$ cat src/design/acf_pkg.sv
package acf_pkg;

  localparam int unsigned HdrBytes = 4;
  localparam int unsigned MaxBytes = 7;
  localparam int unsigned LenBytes = 3;

  localparam logic [16:0] CapacityReset = 17'd65544;

  localparam logic [16:0] ShortLeMax   = 17'd256;
  localparam logic [16:0] ExtLeMax     = 17'd65536;
  localparam logic [15:0] ShortLcLimit = 16'd256;

  // frame sizes and overheads for each encoding case
  localparam logic [16:0] NeedHdrOnly    = 17'd4;
  localparam logic [16:0] NeedShortLe    = 17'd5;
  localparam logic [16:0] NeedExtLe      = 17'd7;
  localparam logic [16:0] OvhShortLc     = 17'd5;
  localparam logic [16:0] OvhExtLc       = 17'd7;
  localparam logic [16:0] OvhShortLcLe   = 17'd6;
  localparam logic [16:0] OvhExtLcLe     = 17'd9;

  localparam logic ReqStart = 1'b0;
  localparam logic ReqData  = 1'b1;

  typedef enum logic [1:0] {
    ST_OK        = 2'd0,
    ST_BUF_SHORT = 2'd1,
    ST_LE_RANGE  = 2'd2
  } status_e;

  typedef enum logic [1:0] {
    TF_NONE  = 2'd0,
    TF_SHORT = 2'd1,
    TF_EXT   = 2'd2
  } trailer_e;

  typedef logic [2:0] byte_cnt_t;

  // one queued job: up to seven bytes to emit, first byte in bytes[0]
  typedef struct packed {
    logic [MaxBytes-1:0][7:0] bytes;
    byte_cnt_t                count;
    logic                     last;
    status_e                  status;
    logic [16:0]              frame_length;
  } job_t;

endpackage

$ cat src/design/acf_front.sv
module acf_front (
  input  logic          clk_i,
  input  logic          rst_ni,
  input  logic          cfg_wr_en_i,
  input  logic [16:0]   cfg_wr_data_i,
  input  logic          in_valid_i,
  output logic          in_ready_o,
  input  logic          req_type_i,
  input  logic [31:0]   header_word_i,
  input  logic [15:0]   data_count_i,
  input  logic [16:0]   expected_count_i,
  input  logic [7:0]    data_value_i,
  input  logic          q_full_i,
  output logic          push_o,
  output acf_pkg::job_t job_o
);
  import acf_pkg::*;

  logic [16:0] capacity_q;
  logic [15:0] data_left_q, data_left_d;
  logic [16:0] saved_le_q, saved_le_d;
  trailer_e    tf_q, tf_d;
  logic        discarding_q, discarding_d;
  logic [16:0] saved_fl_q, saved_fl_d;

  logic                    accept;
  logic                    lc_zero, le_zero;
  logic [16:0]             need;
  logic [LenBytes-1:0][7:0] lb;
  logic [1:0]              nl;
  trailer_e                tf;
  logic                    lechk;
  status_e                 st;
  logic [15:0]             dl_dec;

  assign in_ready_o = !q_full_i;
  assign accept     = in_valid_i && !q_full_i;
  assign lc_zero    = (data_count_i == '0);
  assign le_zero    = (expected_count_i == '0);
  assign dl_dec     = data_left_q - 16'd1;

  // pick header only, short or extended length bytes from lc and le
  always_comb begin
    need  = NeedHdrOnly;
    lb    = '0;
    nl    = 2'd0;
    tf    = TF_NONE;
    lechk = 1'b0;
    if (lc_zero) begin
      if (le_zero) begin
        need = NeedHdrOnly;
      end else if (expected_count_i <= ShortLeMax) begin
        need  = NeedShortLe;
        lb[0] = expected_count_i[7:0];
        nl    = 2'd1;
      end else begin
        need  = NeedExtLe;
        lechk = 1'b1;
        lb[1] = expected_count_i[15:8];
        lb[2] = expected_count_i[7:0];
        nl    = 2'd3;
      end
    end else if (le_zero) begin
      if (data_count_i < ShortLcLimit) begin
        need  = {1'b0, data_count_i} + OvhShortLc;
        lb[0] = data_count_i[7:0];
        nl    = 2'd1;
      end else begin
        need  = {1'b0, data_count_i} + OvhExtLc;
        lb[1] = data_count_i[15:8];
        lb[2] = data_count_i[7:0];
        nl    = 2'd3;
      end
    end else if (data_count_i < ShortLcLimit && expected_count_i <= ShortLeMax) begin
      need  = {1'b0, data_count_i} + OvhShortLcLe;
      lb[0] = data_count_i[7:0];
      nl    = 2'd1;
      tf    = TF_SHORT;
    end else begin
      need  = {1'b0, data_count_i} + OvhExtLcLe;
      lechk = 1'b1;
      lb[1] = data_count_i[15:8];
      lb[2] = data_count_i[7:0];
      nl    = 2'd3;
      tf    = TF_EXT;
    end

    // buffer check wins over the le range check
    if (capacity_q < need) begin
      st = ST_BUF_SHORT;
    end else if (lechk && expected_count_i > ExtLeMax) begin
      st = ST_LE_RANGE;
    end else begin
      st = ST_OK;
    end
  end

  always_comb begin
    data_left_d  = data_left_q;
    saved_le_d   = saved_le_q;
    tf_d         = tf_q;
    discarding_d = discarding_q;
    saved_fl_d   = saved_fl_q;
    push_o       = 1'b0;
    job_o        = '0;
    if (accept) begin
      if (req_type_i == ReqStart) begin
        // a new start abandons whatever command was open
        data_left_d  = data_count_i;
        discarding_d = (st != ST_OK) && !lc_zero;
        tf_d         = TF_NONE;
        saved_le_d   = '0;
        saved_fl_d   = '0;
        push_o       = 1'b1;
        if (st != ST_OK) begin
          job_o.count  = 3'd1;
          job_o.last   = 1'b1;
          job_o.status = st;
        end else begin
          for (int i = 0; i < HdrBytes; i++) begin
            job_o.bytes[i] = header_word_i[8*(HdrBytes-1-i) +: 8];
          end
          for (int i = 0; i < LenBytes; i++) begin
            job_o.bytes[HdrBytes+i] = lb[i];
          end
          job_o.count        = 3'(HdrBytes) + {1'b0, nl};
          job_o.last         = lc_zero;
          job_o.frame_length = need;
          if (!lc_zero) begin
            saved_le_d = expected_count_i;
            tf_d       = tf;
            saved_fl_d = need;
          end
        end
      end else if (data_left_q != '0) begin
        data_left_d = dl_dec;
        if (discarding_q) begin
          if (dl_dec == '0) begin
            discarding_d = 1'b0;
          end
        end else begin
          push_o         = 1'b1;
          job_o.bytes[0] = data_value_i;
          job_o.count    = 3'd1;
          if (dl_dec == '0) begin
            // last data byte drags the le trailer along
            tf_d               = TF_NONE;
            job_o.last         = 1'b1;
            job_o.frame_length = saved_fl_q;
            case (tf_q)
              TF_SHORT: begin
                job_o.bytes[1] = saved_le_q[7:0];
                job_o.count    = 3'd2;
              end
              TF_EXT: begin
                job_o.bytes[1] = saved_le_q[15:8];
                job_o.bytes[2] = saved_le_q[7:0];
                job_o.count    = 3'd3;
              end
              default: ;
            endcase
          end
        end
      end
    end
  end

  always_ff @(posedge clk_i or negedge rst_ni) begin
    if (!rst_ni) begin
      capacity_q   <= CapacityReset;
      data_left_q  <= '0;
      saved_le_q   <= '0;
      tf_q         <= TF_NONE;
      discarding_q <= 1'b0;
      saved_fl_q   <= '0;
    end else begin
      if (cfg_wr_en_i) begin
        capacity_q <= cfg_wr_data_i;
      end
      data_left_q  <= data_left_d;
      saved_le_q   <= saved_le_d;
      tf_q         <= tf_d;
      discarding_q <= discarding_d;
      saved_fl_q   <= saved_fl_d;
    end
  end

endmodule

$ cat src/design/acf_queue.sv
module acf_queue #(
  parameter int unsigned Depth = 4
) (
  input  logic          clk_i,
  input  logic          rst_ni,
  input  logic          push_i,
  input  acf_pkg::job_t push_data_i,
  output logic          full_o,
  input  logic          pop_i,
  output logic          valid_o,
  output acf_pkg::job_t head_o
);
  import acf_pkg::*;

  localparam int unsigned PtrW = $clog2(Depth);
  localparam int unsigned CntW = $clog2(Depth + 1);

  job_t            entry_q [Depth];
  logic [PtrW-1:0] wr_ptr_q, rd_ptr_q;
  logic [CntW-1:0] cnt_q;
  logic            do_push, do_pop;

  assign full_o  = (cnt_q == CntW'(Depth));
  assign valid_o = (cnt_q != '0);
  assign head_o  = entry_q[rd_ptr_q];
  assign do_push = push_i && !full_o;
  assign do_pop  = pop_i && valid_o;

  always_ff @(posedge clk_i) begin
    if (do_push) begin
      entry_q[wr_ptr_q] <= push_data_i;
    end
  end

  always_ff @(posedge clk_i or negedge rst_ni) begin
    if (!rst_ni) begin
      wr_ptr_q <= '0;
      rd_ptr_q <= '0;
      cnt_q    <= '0;
    end else begin
      if (do_push) begin
        wr_ptr_q <= (wr_ptr_q == PtrW'(Depth - 1)) ? '0 : wr_ptr_q + 1'b1;
      end
      if (do_pop) begin
        rd_ptr_q <= (rd_ptr_q == PtrW'(Depth - 1)) ? '0 : rd_ptr_q + 1'b1;
      end
      if (do_push && !do_pop) begin
        cnt_q <= cnt_q + 1'b1;
      end else if (do_pop && !do_push) begin
        cnt_q <= cnt_q - 1'b1;
      end
    end
  end

endmodule

$ cat src/design/acf_back.sv
module acf_back (
  input  logic             clk_i,
  input  logic             rst_ni,
  input  logic             head_valid_i,
  input  acf_pkg::job_t    head_i,
  output logic             pop_o,
  output logic             out_valid_o,
  input  logic             out_ready_i,
  output logic [7:0]       out_byte_o,
  output logic             last_o,
  output acf_pkg::status_e status_o,
  output logic [16:0]      frame_length_o
);
  import acf_pkg::*;

  byte_cnt_t   idx_q;
  logic        valid_q;
  logic [7:0]  byte_q;
  logic        last_q;
  status_e     status_q;
  logic [16:0] fl_q;

  logic load, fin;

  // output register frees up either when empty or when its transfer completes
  assign load  = head_valid_i && (!valid_q || out_ready_i);
  assign fin   = (idx_q == head_i.count - 3'd1);
  assign pop_o = load && fin;

  assign out_valid_o    = valid_q;
  assign out_byte_o     = byte_q;
  assign last_o         = last_q;
  assign status_o       = status_q;
  assign frame_length_o = fl_q;

  always_ff @(posedge clk_i or negedge rst_ni) begin
    if (!rst_ni) begin
      idx_q    <= '0;
      valid_q  <= 1'b0;
      byte_q   <= '0;
      last_q   <= 1'b0;
      status_q <= ST_OK;
      fl_q     <= '0;
    end else if (load) begin
      valid_q  <= 1'b1;
      byte_q   <= head_i.bytes[idx_q];
      last_q   <= fin && head_i.last;
      status_q <= fin ? head_i.status : ST_OK;
      fl_q     <= (fin && head_i.last) ? head_i.frame_length : '0;
      idx_q    <= fin ? '0 : idx_q + 3'd1;
    end else if (out_ready_i) begin
      valid_q <= 1'b0;
    end
  end

endmodule

$ cat src/design/apdu_command_framer_core.sv
// channel    | dir | fields
// -----------+-----+---------------------------------------------------------
// s_axis     | in  | tuser: req_type; tdata: header_word, data_count,
//            |     |   expected_count, data_value
// m_axis     | out | tlast: last; tuser: status; tdata: out_byte, frame_length
// cfg_wr     | in  | buffer_capacity, written when cfg_wr_en_i is high
//
// every input transfer is classified combinationally, and each one that yields
// bytes lands in a job queue of QueueDepth entries; the back end emits one byte
// per cycle from it while m_axis_tready is high. a kept data byte yields one
// output byte (two or three for the last one with le), a start item 1 to 7.
// s_axis_tready drops only while the job queue is full.
// reset is asynchronous, active low; buffer_capacity resets to 65544.
module apdu_command_framer_core #(
  parameter int unsigned QueueDepth = 4
) (
  input  logic        clk_i,
  input  logic        rst_ni,
  input  logic        cfg_wr_en_i,
  input  logic [16:0] cfg_wr_data_i,
  input  logic        s_axis_tvalid,
  output logic        s_axis_tready,
  // [31:0] header_word, [47:32] data_count, [64:48] expected_count,
  // [72:65] data_value, [79:73] zero
  input  logic [79:0] s_axis_tdata,
  // [0] req_type
  input  logic        s_axis_tuser,
  output logic        m_axis_tvalid,
  input  logic        m_axis_tready,
  // [7:0] out_byte, [24:8] frame_length, [31:25] zero
  output logic [31:0] m_axis_tdata,
  // [1:0] status
  output logic [1:0]  m_axis_tuser,
  output logic        m_axis_tlast
);
  import acf_pkg::*;

  logic        q_full, q_push, q_valid, q_pop;
  job_t        push_job, head_job;
  logic [7:0]  out_byte;
  logic [16:0] frame_length;
  status_e     status;

  acf_front u_front (
    .clk_i            (clk_i),
    .rst_ni           (rst_ni),
    .cfg_wr_en_i      (cfg_wr_en_i),
    .cfg_wr_data_i    (cfg_wr_data_i),
    .in_valid_i       (s_axis_tvalid),
    .in_ready_o       (s_axis_tready),
    .req_type_i       (s_axis_tuser),
    .header_word_i    (s_axis_tdata[31:0]),
    .data_count_i     (s_axis_tdata[47:32]),
    .expected_count_i (s_axis_tdata[64:48]),
    .data_value_i     (s_axis_tdata[72:65]),
    .q_full_i         (q_full),
    .push_o           (q_push),
    .job_o            (push_job)
  );

  acf_queue #(
    .Depth (QueueDepth)
  ) u_queue (
    .clk_i       (clk_i),
    .rst_ni      (rst_ni),
    .push_i      (q_push),
    .push_data_i (push_job),
    .full_o      (q_full),
    .pop_i       (q_pop),
    .valid_o     (q_valid),
    .head_o      (head_job)
  );

  acf_back u_back (
    .clk_i          (clk_i),
    .rst_ni         (rst_ni),
    .head_valid_i   (q_valid),
    .head_i         (head_job),
    .pop_o          (q_pop),
    .out_valid_o    (m_axis_tvalid),
    .out_ready_i    (m_axis_tready),
    .out_byte_o     (out_byte),
    .last_o         (m_axis_tlast),
    .status_o       (status),
    .frame_length_o (frame_length)
  );

  assign m_axis_tdata = {7'd0, frame_length, out_byte};
  assign m_axis_tuser = status;

  // non-final bytes never carry status or a frame length
  a_nonlast_clean: assert property (@(posedge clk_i) disable iff (!rst_ni)
    m_axis_tvalid && !m_axis_tlast |->
      m_axis_tuser == ST_OK && m_axis_tdata[24:8] == '0)
    else $error("non-final byte carries status or frame length");

  // an error result is a single zero byte that closes the command
  a_error_result: assert property (@(posedge clk_i) disable iff (!rst_ni)
    m_axis_tvalid && m_axis_tuser != ST_OK |->
      m_axis_tlast && m_axis_tdata[7:0] == '0 && m_axis_tdata[24:8] == '0)
    else $error("error result malformed");

  // a job written into the queue is visible to the back end next cycle
  a_push_visible: assert property (@(posedge clk_i) disable iff (!rst_ni)
    q_push && !q_full |=> q_valid)
    else $error("queued job lost");

endmodule

$ cat config.mk
export PLATFORM = sky130hd
export DESIGN_NAME = apdu_command_framer_core
export DESIGN_NICKNAME = d
export VERILOG_FILES = /design/src/design/acf_pkg.sv /design/src/design/acf_front.sv /design/src/design/acf_queue.sv /design/src/design/acf_back.sv /design/src/design/apdu_command_framer_core.sv
export SDC_FILE = /design/constraint.sdc
export NUM_CORES = 1
export LEC_CHECK = 0
export ABC_AREA = 0
export BUFFER_PORTS_ARGS = -buffer_cell sky130_fd_sc_hd__clkbuf_2
export CAP_MARGIN = 20
export CORE_ASPECT_RATIO = 0.9
export CORE_UTILIZATION = 60
export CTS_BUF_LIST = sky130_fd_sc_hd__clkbuf_8
export CTS_CLUSTER_SIZE = 8
export DETAILED_ROUTE_END_ITERATION = 12
export GPL_TIMING_DRIVEN = 1
export HOLD_SLACK_MARGIN = 0.08
export PLACE_DENSITY = 0.75
export SLEW_MARGIN = 20
export SYNTH_ARGS = -nofsm -noshare
export SYNTH_HDL_FRONTEND = slang
export SYNTH_HIERARCHICAL = 1
export SYNTH_SLANG_ARGS = --single-unit
export TNS_END_PERCENT = 1
$ cat constraint.sdc
create_clock -name clk_i -period 6.9 [get_ports clk_i]
set_input_delay 1.38 -clock clk_i [delete_from_list [all_inputs] [get_ports clk_i]]
set_output_delay 1.38 -clock clk_i [all_outputs]
set_load 0.005 [all_outputs]
==> impl_results.md <==
* Outcome: finished clean
* Logic pwr share at approximately 30%
* Via count at around 12000
* Most area-consuming cells after synthesis: edfxtp_1, dfrtp_1, mux4_2, nand2_1, ha_1
* Hold Crit Depth at 2
* Worst setup path class: primary input to register
* Final worst-path cycle share at 88.20%
* Met2 WL at 20720 microns
* HP Class: register to register
* Synth area leader: edfxtp_1
* RR Endpoint: u_queue/cnt_q[1]
* Initial Utilization at between 60% and 70%
* TritonCTS clock tree: yes
* Clock power share at roughly a quarter
* Yosys warns at 6
* Max-cap violations at 0
* Gate count after technology mapping at between 1000 and 1500
* Final nets at roughly 1600
* Drt drc at 0
* Least-Margin Pin Slew at approximately 1.1 ns
* Ys async rst share at 25.47%
* Clock Pin Slew Worst Setup and Hold Paths at roughly 0.060 ns
* DRT iter0 DRCs at 1271
* Unrepaired setup endpoints after global routing: no
* Fin Setup TNS at 0 ns
* TritonRoute pass-1 iters at 5
* PD cells at 367.7 mW/mm^2
* Non-filler cells, final at ~1900
* Largest net degree at the start of global routing at between 60 and 70
* CTS Buf Count at between 60 and 70
* Setup-failing EPs final at 0
* Number of synthesized flops with an enable pin at 316
* Hold Path Sink: u_back/frame_length_o[11]
* GP Congestion at around 0.95
* Final HPWL DP at 29950 microns
* Switching Fraction at ~32%
* Launch point of the worst reg-to-reg path: u_front/data_left_q[11]
* Met1 wire length at just under 20000 microns
* CTS resizes at 0
* R2R Setup Slk at just under 3 ns
* Antenna-violating nets left at 0
* Critical Path RT at 7.14 ns
* Clock Root Buffer: clkbuf_8
* Fin area at around 0.022 sq mm
* IO Port Bufs at between 100 and 150
* Ys flop type: edfxtp_1
* First-pass GRT wire length at 68590 microns
* Mapped Avg Cell Area at 14.86 sq um
* HP Start: u_back/frame_length_o[11]
* VDD IR max at approximately 0.31 mV
* Number of global-route vias before repair at roughly 12000
* Critical Path Source Type: primary input
* Sequential power share at 45.6%
* Initial antenna violation count at 1
* DIE HEIGHT at 172.1 microns
* Sequential area share after synthesis at 63.25%
* Seq cells post-synth at roughly 420
* Routed Wire Length at 45140 microns
* Placed instance area at between 0.02 and 0.025 sq mm
* Post-Syn Area at between 0.015 and 0.02 sq mm
* I/O pin count at 140
* Crit path DAT at 6.32 ns
* Crit-path max FO at 56
* Fmax achieved at 0.1643 GHz
* Crit end category: register
* Final min period at between 6 and 7 ns
* Post-cts hold buffer count at 0
* WL per Instance at 23.74 microns
* Pre-CTS WS at about 0.27 ns
* Die W at roughly 190 microns
* GR Overflow Total at 0
* Pint at ~5.4 mW
* Met3 Routed Length at slightly above 4000 microns
* DR top layer: met4
* Hold_ws at approximately 0.47 ns
* Post-synth cell types at 84
* H-tree levels at 3
* Die Area at between 0.03 and 0.04 sq mm
* Post-route setup slack at 0.8142 ns
* Share of post-route cells with drive strength above 1 at roughly 27%
* Synth-to-layout area growth at 11.52%
* Sink Count at approximately 420
* Sw power at approximately 2.5 mW
* Clock Skews at about 0.036 ns
* Final Hold Vio Count at 0
* Inst Count DP at between 1500 and 2000
* Vias per std cell at about 6.4
* Tot GR Track Use at 28.30%
* Relative slew slack at 28.82%
* Post-CTS setup buffer count at 0
* Worst-Skew Late Latency at roughly 0.61 ns
* Core area at approximately 0.031 sq mm
* Synth top area share at roughly half
* Final Slew Violations at 0
* Site row count at 61
* Max clock buf depth at 3
* Leakage power at roughly 8 nW
* Worst-case reg-to-reg path depth at 9
-- metrics by stage --
stage	utilization, %	power [mW]
global route	68.88	8.311
floorplan	-	5.313
CTS	68.87	7.956
finish	68.88	7.905
global placement	64.87	5.911
detailed placement	64.87	5.984
-- logic make-up after synthesis --
kind of cell	share of synthesized area (%)
flip-flops	63.25
adder cells (fa/ha/maj)	2.609
buffers and inverters	2.784
XOR/XNOR	0.8566
multiplexers	12.33
other	0.01945
AND/OR/NAND/NOR	7.872
AO/OA/AOI/OAI	10.28
-- power groups by stage --
stage          sequential, mW  combinational, mW  clock [mW]
2_1_floorplan            3.54               1.78           0
3_3_place_gp             3.62               2.29           0
3_5_place_dp             3.66               2.33           0
4_1_cts                  3.61               2.34        2.01
5_1_grt                  3.67               2.53        2.12
6_report                 3.60               2.33        1.97
-- layer usage --
layer	up-vias	track usage, %
met2	596	42.03
met1	6068	41.68
met4	0	9.322
li1	5408	-
met3	83	6.434
met5	-	0
-- synthesized netlist by cell type (11+ instances only) --
library cell and instances:
a21oi_1 43, a22oi_1 21, a32o_1 27, and2_1 15
buf_2 24, clkbuf_1 41, dfrtp_1 106, edfxtp_1 316
ha_1 37, inv_1 20, mux2_2 38, mux2i_1 17
mux4_2 79, nand2_1 128, nand3_1 15, nor2_1 45
nor3_1 19, nor4_1 12, o21ai_0 53, o22ai_1 16
o31ai_1 13, or4_1 13, xnor2_1 11
-- cell usage in the layout, fill, tap and decap left out, types with 5 or more instances in the layout --
cell type	netlist	final
edfxtp_1	316	316
nand2_1	128	128
clkbuf_2	0	124
dfrtp_1	106	104
mux4_2	79	79
clkbuf_8	0	72
inv_1	20	55
o21ai_0	53	53
nor2_1	45	44
a21oi_1	43	43
mux2_2	38	38
ha_1	37	37
buf_4	7	27
a32o_1	27	27
a22oi_1	21	21
nor3_1	19	18
mux2i_1	17	17
o22ai_1	16	16
nand3_1	15	15
or4_1	13	13
o31ai_1	13	13
and2_1	15	12
nor4_1	12	12
xnor2_1	11	11
o21ai_2	10	10
a22o_1	10	10
a211o_1	9	9
nand4_1	9	9
o2bb2ai_1	9	9
a211oi_1	8	8
conb_1	1	7
a31oi_1	7	7
o21ai_1	6	6
nand2b_1	5	5
or3_1	5	5
and3_1	5	5
xor2_1	5	5
-- worst max-delay path, stage by stage --
cell      delay, ns
clkbuf_2       0.22
nor4_1         0.63
nand2_1        0.16
ha_1           0.30
a211oi_1       0.52
nor2_1         0.14
nor3_1         0.27
a31oi_1        0.12
xnor2_1        0.39
ha_1           0.34
a21oi_1        0.16
nand2_1        0.08
a221oi_1       0.30
o31a_1         0.25
a21o_1         0.18
buf_4          0.49
o21ai_0        0.37
-- worst max-delay path by stage --
stage,slack [ns],to,startpoint
6_report,0.81,u_queue/entry_q[1][13],s_axis_tdata[46]
4_1_cts,0.87,u_queue/entry_q[3][71],s_axis_tdata[46]
3_3_place_gp,0.33,u_queue/entry_q[0][71],s_axis_tdata[46]
5_1_grt,0.55,u_queue/entry_q[0][13],s_axis_tdata[47]
3_5_place_dp,0.27,u_queue/entry_q[3][71],s_axis_tdata[46]
2_1_floorplan,0.80,u_queue/entry_q[3][0],s_axis_tuser
-- layout make-up --
| cell class | count | area (sq um) |
|---|---|---|
| sequential | 424 | 12200 |
| tap | 409 | 511.7 |
| multi-input combinational | 771 | 6591 |
| antenna | 1 | 2.502 |
| timing repair buffer | 153 | 863.3 |
| clock inverter | 49 | 256.5 |
| inverter | 22 | 82.58 |
| fill | 2067 | 9716 |
| clock buffer | 72 | 991.0 |
-- sequential cells by signal (all words and copies together), names as in the netlist, 3 cells and up --
name	cells
u_back/out_byte_o	8
u_queue/entry_q	316
u_back/frame_length_o	17
u_front/capacity_q	17
u_back/idx_q	3
u_front/saved_fl_q	17
u_front/data_left_q	16
u_queue/cnt_q	3
u_front/saved_le_q	16
No activity file was read; power rests on OpenSTA's default activity.
